### config.mk
export PLATFORM = sky130hd
export DESIGN_NAME = video_cell_fetch_address
export DESIGN_NICKNAME = d
export VERILOG_FILES = /design/src/sv/vcfa_pkg.sv /design/src/sv/vcfa_decode.sv /design/src/sv/video_cell_fetch_address.sv
export SDC_FILE = /design/constraint.sdc
export NUM_CORES = 1
export LEC_CHECK = 0
export BUFFER_PORTS_ARGS = -buffer_cell sky130_fd_sc_hd__buf_4
export CORE_MARGIN = 2
export CORE_UTILIZATION = 45
export DETAILED_ROUTE_END_ITERATION = 12
export PLACE_DENSITY = 0.71
export SYNTH_ARGS = -nofsm -noshare
export SYNTH_HDL_FRONTEND = slang
export SYNTH_SLANG_ARGS = --single-unit
### constraint.sdc
create_clock -name aclk -period 2.1 [get_ports aclk]
set_input_delay 0.21 -clock aclk [delete_from_list [all_inputs] [get_ports aclk]]
set_output_delay 0.21 -clock aclk [all_outputs]
set_load 0.01 [all_outputs]
### src/sv/vcfa_pkg.sv
package vcfa_pkg;

    // Configuration register indexes
    localparam logic [2:0] CFG_TEXT_MODE      = 3'd0;
    localparam logic [2:0] CFG_EIGHTY_COLUMNS = 3'd1;
    localparam logic [2:0] CFG_HIGH_RES       = 3'd2;
    localparam logic [2:0] CFG_DOUBLE_RES     = 3'd3;
    localparam logic [2:0] CFG_SECOND_PAGE    = 3'd4;
    localparam logic [2:0] CFG_MIXED_TEXT     = 3'd5;

    // Cell kinds
    localparam logic [1:0] KIND_TEXT   = 2'd0;
    localparam logic [1:0] KIND_LORES  = 2'd1;
    localparam logic [1:0] KIND_HIRES  = 2'd2;
    localparam logic [1:0] KIND_DHIRES = 2'd3;

    // Memory map
    localparam logic [15:0] TEXT_BASE  = 16'h0400;
    localparam logic [15:0] HIRES_BASE = 16'h2000;
    localparam logic [15:0] LINE_STEP  = 16'h0400;
    localparam logic [2:0]  LAST_LINE  = 3'd7;

    localparam logic [4:0] ROW_LIMIT   = 5'd24;
    localparam logic [4:0] MIXED_ROW   = 5'd20;
    localparam logic [6:0] WIDTH_40    = 7'd40;
    localparam logic [6:0] WIDTH_80    = 7'd80;

    // Video mode switches
    typedef struct packed {
        logic text_mode;
        logic eighty_columns;
        logic high_res;
        logic double_res;
        logic second_page;
        logic mixed_text;
    } vcfa_mode_t;

    // Fetch plan for one cell
    typedef struct packed {
        logic        valid;
        logic [15:0] base;
        logic        aux;
        logic [1:0]  kind;
        logic        multi;
    } vcfa_plan_t;

endpackage

### src/sv/vcfa_decode.sv
module vcfa_decode
    import vcfa_pkg::*;
(
    input  vcfa_mode_t mode,
    input  logic [4:0] cell_row,
    input  logic [6:0] cell_col,
    output vcfa_plan_t plan
);

    logic        wide;
    logic        in_range;
    logic        as_text;
    logic [6:0]  off;
    logic [9:0]  row_off;
    logic [9:0]  band_off;
    logic [15:0] text_addr;
    logic [15:0] hires_addr;
    logic        even_col;

    // Interleave: (row mod 8) * 0x80 + (row div 8) * 0x28
    assign band_off = {3'd0, cell_row[4:3], 5'd0} + {5'd0, cell_row[4:3], 3'd0};
    assign row_off  = {cell_row[2:0], 7'd0} + band_off;

    assign wide     = mode.eighty_columns;
    assign even_col = ~cell_col[0];
    assign off      = wide ? {1'b0, cell_col[6:1]} : cell_col;
    assign in_range = (cell_row < ROW_LIMIT) && (cell_col < (wide ? WIDTH_80 : WIDTH_40));
    assign as_text  = mode.text_mode || (mode.mixed_text && (cell_row >= MIXED_ROW));

    // Page 2 only counts in 40-column layouts
    assign text_addr  = TEXT_BASE + {6'd0, row_off} + {9'd0, off}
                      + ((!wide && mode.second_page) ? LINE_STEP : 16'h0000);
    assign hires_addr = HIRES_BASE + {6'd0, row_off} + {9'd0, off}
                      + ((!wide && mode.second_page) ? HIRES_BASE : 16'h0000);

    always_comb begin
        plan.valid = in_range;
        plan.base  = text_addr;
        plan.aux   = wide && even_col;
        plan.kind  = KIND_TEXT;
        plan.multi = 1'b0;
        if (as_text) begin
            plan.kind = KIND_TEXT;
        end else if (!mode.high_res) begin
            plan.kind = KIND_LORES;
            if (wide && !mode.double_res) begin
                plan.aux = 1'b0;
            end
        end else begin
            plan.base  = hires_addr;
            plan.multi = 1'b1;
            if (wide && mode.double_res) begin
                plan.kind = KIND_DHIRES;
            end else begin
                plan.kind = KIND_HIRES;
                plan.aux  = 1'b0;
                // single high-res in 80 columns: odd columns show nothing
                if (wide && !even_col) begin
                    plan.valid = 1'b0;
                end
            end
        end
    end

endmodule

### src/sv/video_cell_fetch_address.sv
// The first fetch of a cell is valid once the cell has passed the decode register
// and then the fetch register; a busy emitter holds it in the decode register.
// Throughput: one cell per cycle for text and low-res cells (one fetch each) while
// m_axis_tready is high; high-res cells hold the fetch emitter for line fetches 0 to 7,
// one line fetch a cycle. Cells that need no fetch are dropped in the decode stage.
// Reset: synchronous active-low aresetn clears all mode switches to 0 and
// empties both pipeline stages.
module video_cell_fetch_address
    import vcfa_pkg::*;
(
    input  logic        aclk,
    input  logic        aresetn,

    input  logic        cfg_wr_en,
    input  logic [2:0]  cfg_index,
    input  logic        cfg_wdata,

    input  logic        s_axis_tvalid,
    output logic        s_axis_tready,
    input  logic [15:0] s_axis_tdata,   // [4:0] cell_row, [11:5] cell_col, [15:12] zero

    output logic        m_axis_tvalid,
    input  logic        m_axis_tready,
    output logic [23:0] m_axis_tdata,   // [15:0] fetch_address, [18:16] line_index, rest zero
    output logic [2:0]  m_axis_tuser,   // [0] aux_bank, [2:1] cell_kind
    output logic        m_axis_tlast    // last_fetch
);

    vcfa_mode_t  mode_reg;
    vcfa_plan_t  plan;

    logic        d_valid_reg;
    vcfa_plan_t  d_plan_reg;

    logic        o_valid_reg;
    logic [15:0] o_addr_reg;
    logic        o_aux_reg;
    logic [1:0]  o_kind_reg;
    logic [2:0]  o_line_reg;
    logic        o_multi_reg;

    logic        o_last;
    logic        o_done;
    logic        e_free;
    logic        s_accept;
    logic        d_move;

    // Mode switch registers
    always_ff @(posedge aclk) begin
        if (!aresetn) begin
            mode_reg <= '0;
        end else if (cfg_wr_en) begin
            case (cfg_index)
                CFG_TEXT_MODE:      mode_reg.text_mode      <= cfg_wdata;
                CFG_EIGHTY_COLUMNS: mode_reg.eighty_columns <= cfg_wdata;
                CFG_HIGH_RES:       mode_reg.high_res       <= cfg_wdata;
                CFG_DOUBLE_RES:     mode_reg.double_res     <= cfg_wdata;
                CFG_SECOND_PAGE:    mode_reg.second_page    <= cfg_wdata;
                CFG_MIXED_TEXT:     mode_reg.mixed_text     <= cfg_wdata;
                default: ;
            endcase
        end
    end

    vcfa_decode u_decode (
        .mode     (mode_reg),
        .cell_row (s_axis_tdata[4:0]),
        .cell_col (s_axis_tdata[11:5]),
        .plan     (plan)
    );

    // Handshake control
    assign o_last        = !o_multi_reg || (o_line_reg == LAST_LINE);
    assign o_done        = o_valid_reg && m_axis_tready && o_last;
    assign e_free        = !o_valid_reg || o_done;
    assign d_move        = d_valid_reg && e_free;
    assign s_axis_tready = !d_valid_reg || e_free;
    assign s_accept      = s_axis_tvalid && s_axis_tready;

    // Decode stage: keeps only cells that produce fetches
    always_ff @(posedge aclk) begin
        if (!aresetn) begin
            d_valid_reg <= 1'b0;
        end else if (s_accept) begin
            d_valid_reg <= plan.valid;
        end else if (d_move) begin
            d_valid_reg <= 1'b0;
        end
    end

    always_ff @(posedge aclk) begin
        if (s_accept) begin
            d_plan_reg <= plan;
        end
    end

    // Fetch emitter
    always_ff @(posedge aclk) begin
        if (!aresetn) begin
            o_valid_reg <= 1'b0;
        end else if (d_move) begin
            o_valid_reg <= 1'b1;
        end else if (o_done) begin
            o_valid_reg <= 1'b0;
        end
    end

    always_ff @(posedge aclk) begin
        if (d_move) begin
            o_addr_reg  <= d_plan_reg.base;
            o_aux_reg   <= d_plan_reg.aux;
            o_kind_reg  <= d_plan_reg.kind;
            o_multi_reg <= d_plan_reg.multi;
            o_line_reg  <= 3'd0;
        end else if (o_valid_reg && m_axis_tready && !o_last) begin
            o_addr_reg <= o_addr_reg + LINE_STEP;
            o_line_reg <= o_line_reg + 3'd1;
        end
    end

    assign m_axis_tvalid = o_valid_reg;
    assign m_axis_tdata  = {5'd0, o_line_reg, o_addr_reg};
    assign m_axis_tuser  = {o_kind_reg, o_aux_reg};
    assign m_axis_tlast  = o_last;

endmodule

---- Yosys cells after proc, flatten, opt, wreduce, memory -nomap -nowiden ----
Index checks and enable logic that the tools add are counted.
Widths: inputs -> output; s select.
storage, ports and cells
  bits in registers ....................... 51
  logic and storage cells ................. 91
  bits of input ports ..................... 25
operators by class
  add/subtract/negate cells ............... 10
  eq/ne operators ......................... 6
  magnitude comparators ................... 3
  reduce and logical (&&, ||, !) cells .... 33
  muxes and demuxes ....................... 19
  bitwise logic cells ..................... 2
operators by type and width
  cell                    number
  $add 16x16->16          2
  $add 16x7->16           2
  $mux 16                 2
  $mux 18                 1
  $mux 17                 1
  $add 16x11->16 const B  1
  $add 14x10->15 const A  1
  $mux 14                 1
  $mux 7                  2
  $add 11x10->12 const A  1
  $logic_and 1x1->1       12
  $reduce_and 2->1        6
  $mux 11                 1
  $add 10x10->10          1
  $mux 1                  10
  $eq 3x3->1 const B      3
  $add 7x5->8             1
  $lt 7x7->1              1
  $eq 3x2->1 const B      2
  $logic_not 1->1         6
  $reduce_bool 2->1       3
  $ge 5x5->1 const B      1
  $lt 5x5->1 const B      1
  $logic_or 1x1->1        4
  other kinds (6)         7

---- Depth between registers and ports, before layout ----
  depth after elaboration ................. 8
  gate-level depth with buffers ........... 8

---- Modules after synthesis ----
A second synthesis with hierarchy kept.
second synthesis, totals
  cell total of the unflattened synthesis .. 189
  area, all modules ....................... 2467.4 µm²
modules (own cells, without submodules)
  module                    area each (µm²)  cells each  times used
  video_cell_fetch_address  2010.7           129         1
  vcfa_decode               456.7            60          1

---- Least setup slack after synthesis ----
OpenSTA, ideal clock, no wires.
  path type ............................... register to register
  from .................................... reg mode_reg[4] (netlist bit)
  to ...................................... reg d_plan_reg[13] (netlist bit), data pin
  cell stages (with the launch flop) ...... 9
  setup time .............................. 260 ps
  setup slack ............................. -190 ps
  data arrival time ....................... 2030 ps
  period minus slack after synthesis ...... 2290 ps
  path buffers ............................ 1
  path through ............................ dfxtp_1 > buf_2 > mux2_2 > ha_1 > fa_1 > a21o_1 > a21oi_1 > nor2_1 > xor2_1
RTL lines
  what                  line                            RTL
  from (decl)           video_cell_fetch_address.sv:29  vcfa_mode_t mode_reg;
  to (signal assigned)  video_cell_fetch_address.sv:93  d_plan_reg <= plan;
  to (decl)             video_cell_fetch_address.sv:33  vcfa_plan_t d_plan_reg;

==> impl_metrics.env <==
export IMPL_cts_sinks=49
export IMPL_crit_type="reg2reg"
export IMPL_placedCellCount=300
export IMPL_synth_mux_area_share_pct=8.08
export IMPL_drc=0
export IMPL_grt_pass1_vias=1390
export IMPL_total_power_uw=2040
export IMPL_ys_flop_type="edfxtp_1"
export IMPL_die_y_um=76.1
export IMPL_gp_congestion=0.758
export IMPL_ctsHoldBuffers=0
export IMPL_drtIter0Drc=70
export IMPL_cts_buffers=5
export IMPL_slowest_stage="dfxtp_4"
export IMPL_ys_ff_latch=49
export IMPL_period_share_pct=97.4
export IMPL_async_flop_share_pct=0
export IMPL_nets=275
export IMPL_path_clk_slew_ns=0.09
export IMPL_die_area_mm2=0.00579
export IMPL_netlist_area_mm2=0.00234
export IMPL_netlist_top_cell_by_area="edfxtp_1"
export IMPL_ant_nets=0
export IMPL_grt_pass1_wl_um=6300
export IMPL_yosys_area_share_simple_pct=15.1
export IMPL_overflow=0
export IMPL_r2r_start="mode_reg[4]"
export IMPL_skew_ns=0.00511
export IMPL_dr_pass1_iters=4
export IMPL_cts_tree="yes"
export IMPL_synth_area_top_cells="edfxtp_1 49%, dfxtp_1 9.4%, ha_1 5.4%"
export IMPL_yosysSeqAreaShare_pct=58.2
export IMPL_synth_warnings=0
export IMPL_totalWireLength_um=3800
export IMPL_synth_top_area_share_pct=48.8
export IMPL_clk_path_buf_depth=2
export IMPL_ios=55
export IMPL_antenna_found_initial=0
export IMPL_vias_per_cell=4.65
export IMPL_synth_fa_ha_area_share_pct=6.21
export IMPL_core_mm2=0.00507
export IMPL_crit_fanout=3
export IMPL_power_density_mw_per_mm2=677
export IMPL_clk_latency_ns=0.30
export IMPL_synth_cells=178
export IMPL_r2r_setup_slack_ns=0.06
export IMPL_synth_compound_area_share_pct=4.49
export IMPL_hold_class="in2reg"
export IMPL_setup_viol=0
export IMPL_grt_start_max_net_pins=21
export IMPL_final_core_util_pct=59.2
export IMPL_htree_num_levels=2
export IMPL_syn_to_final_growth_pct=28.6
export IMPL_finalMaxSlewViolations=0
export IMPL_synth_xor_area_share_pct=4.12
export IMPL_vias=1442
export IMPL_grt_usage_pct=13.9
export IMPL_die_w_um=76.1
export IMPL_io_buffer_count=45
export IMPL_drt_wirelength_per_cell_um=12.3
export IMPL_required_ns=2.15
export IMPL_status="finished, final reports clean"
export IMPL_worst_slack_ns=0.0551
export IMPL_nFillCells=447
export IMPL_layout_min_cycle_time_ns=2.04
export IMPL_synth_top_family_by_area="simple AND/OR/NAND/NOR gates"
export IMPL_vdd_drop_max_mv=0.366
export IMPL_ff_latch_area_mm2=0.00137
export IMPL_synth_common_cells="38 x edfxtp_1, 12 x nor2_1, 11 x and2_1, 11 x dfxtp_1, 10 x ha_1"
export IMPL_initial_core_util_pct=46.1
export IMPL_r2r_end="d_plan_reg[15]"
export IMPL_root_buffer="clkbuf_8"
export IMPL_reg2regPathDepth=7
export IMPL_endpoint="d_plan_reg[15]"
export IMPL_final_cells=310
export IMPL_fin_area_mm2=0.00301
export IMPL_yosys_cell_count_top_type="edfxtp_1"
export IMPL_antennaDiodeCount=0
export IMPL_multi_input_area_um2=957
export IMPL_leakage_uw=0.00123
export IMPL_path_cells="mux2_4 > ha_4 > fa_2 > a21o_1 > a21oi_2 > nand4b_1 > a21oi_1"
export IMPL_place_ws_ns=-0.0198
export IMPL_hold_violations=0
export IMPL_cp_start_kind="flop"
export IMPL_cp_end_kind="flop"
export IMPL_largest_reg_flops=18
export IMPL_max_clock_freq_ghz=0.489
export IMPL_drive_above_1_share_pct=35.8
export IMPL_row_count=26
export IMPL_syn_avg_cell_area_um2=13.1
export IMPL_synth_edf_count=38
export IMPL_startpoint="mode_reg[4]"
export IMPL_dpl_cell_area_mm2=0.00284
export IMPL_crit_arrival_ns=2.10
export IMPL_hpwl_um=2830
export IMPL_max_stage_delay_ns=0.36
export IMPL_timing_max_cap_violations=0
export IMPL_ys_types=36
worst max-delay path, delay by kind of cell, from the launching register on:
family,cells,cell delay (ns)
flip-flops,1,0.36
adder cells (fa/ha/maj),2,0.50
AO/OA/AOI/OAI,3,0.46
AND/OR/NAND/NOR,1,0.16
multiplexers,1,0.31
worst min path at each step:
stage | slack (ns) | from | cells after the start | to
6_report | 0.19 | aresetn | 2 | m_axis_tvalid
5_1_grt | 0.20 | aresetn | 2 | mode_reg[4]
4_1_cts | 0.18 | aresetn | 2 | m_axis_tvalid
3_5_place_dp | 0.41 | d_plan_reg[2] | 0 | o_kind_reg[1]
3_3_place_gp | 0.40 | d_plan_reg[1] | 0 | o_kind_reg[0]
2_1_floorplan | 0.33 | aresetn | 1 | m_axis_tvalid
per-stage QoR:
stage | hold slack (ns) | TNS [ns]
2_1_floorplan | 0.328 | 0
3_3_place_gp | 0.405 | 0
3_5_place_dp | 0.406 | -0.0260
4_1_cts | 0.184 | 0
5_1_grt | 0.198 | -0.0211
6_report | 0.190 | 0
repair_timing:
action / CTS / global route
pin swaps: 0 / 2
gates resized for setup: 2 / 6
setup endpoints to repair: 9 / 3
endpoints found under the hold margin: 0 / 0
buffers inserted: 0 / 2
cell usage in the layout (no fill, tap or decap), types with 4 or more instances in the layout:
cell type  count
clkbuf_8       5
dfxtp_1       10
a21oi_1        7
nand4b_1       5
nand3_1        5
and2_1        11
edfxtp_1      38
xnor2_1        6
ha_1           8
nor2_1        12
nor2b_1        7
inv_1          5
mux2_4         4
xor2_1         5
nand2_1        8
conb_1         5
mux2i_1        8
mux2_2         5
buf_4         57
per-layer routing:
metal | vias to the layer above | GRT usage, % | wire, um
met5 | - | 0 | 0
met4 | 0 | 5.45 | 59
li1 | 749 | - | -
met3 | 5 | 4.62 | 194
met1 | 652 | 16.8 | 1690
met2 | 36 | 23.1 | 1860
kinds of logic after synthesis:
group | Yosys count
simple gates | 59
flops | 49
mux | 17
compound gates | 16
buf+inv | 14
fa+ha+maj | 11
xor+xnor | 11
other cells | 1
area by class of cell:
class,count,share of cell area (%)
flip-flops and latches,49,45.4
multi-input cells,119,31.8
repair buffers,59,15.6
well taps,70,2.91
clock buffers,5,2.29
clock inverters,3,1.37
inverters,5,0.624
where the power goes:
part	internal, uW	total (uW)	switching (uW)
Clock	351	657	306
Sequential	1100	1110	16.8
Combinational	143	266	123
Total	1590	2040	445
Note: power is estimated with default switching activity, not from simulation.
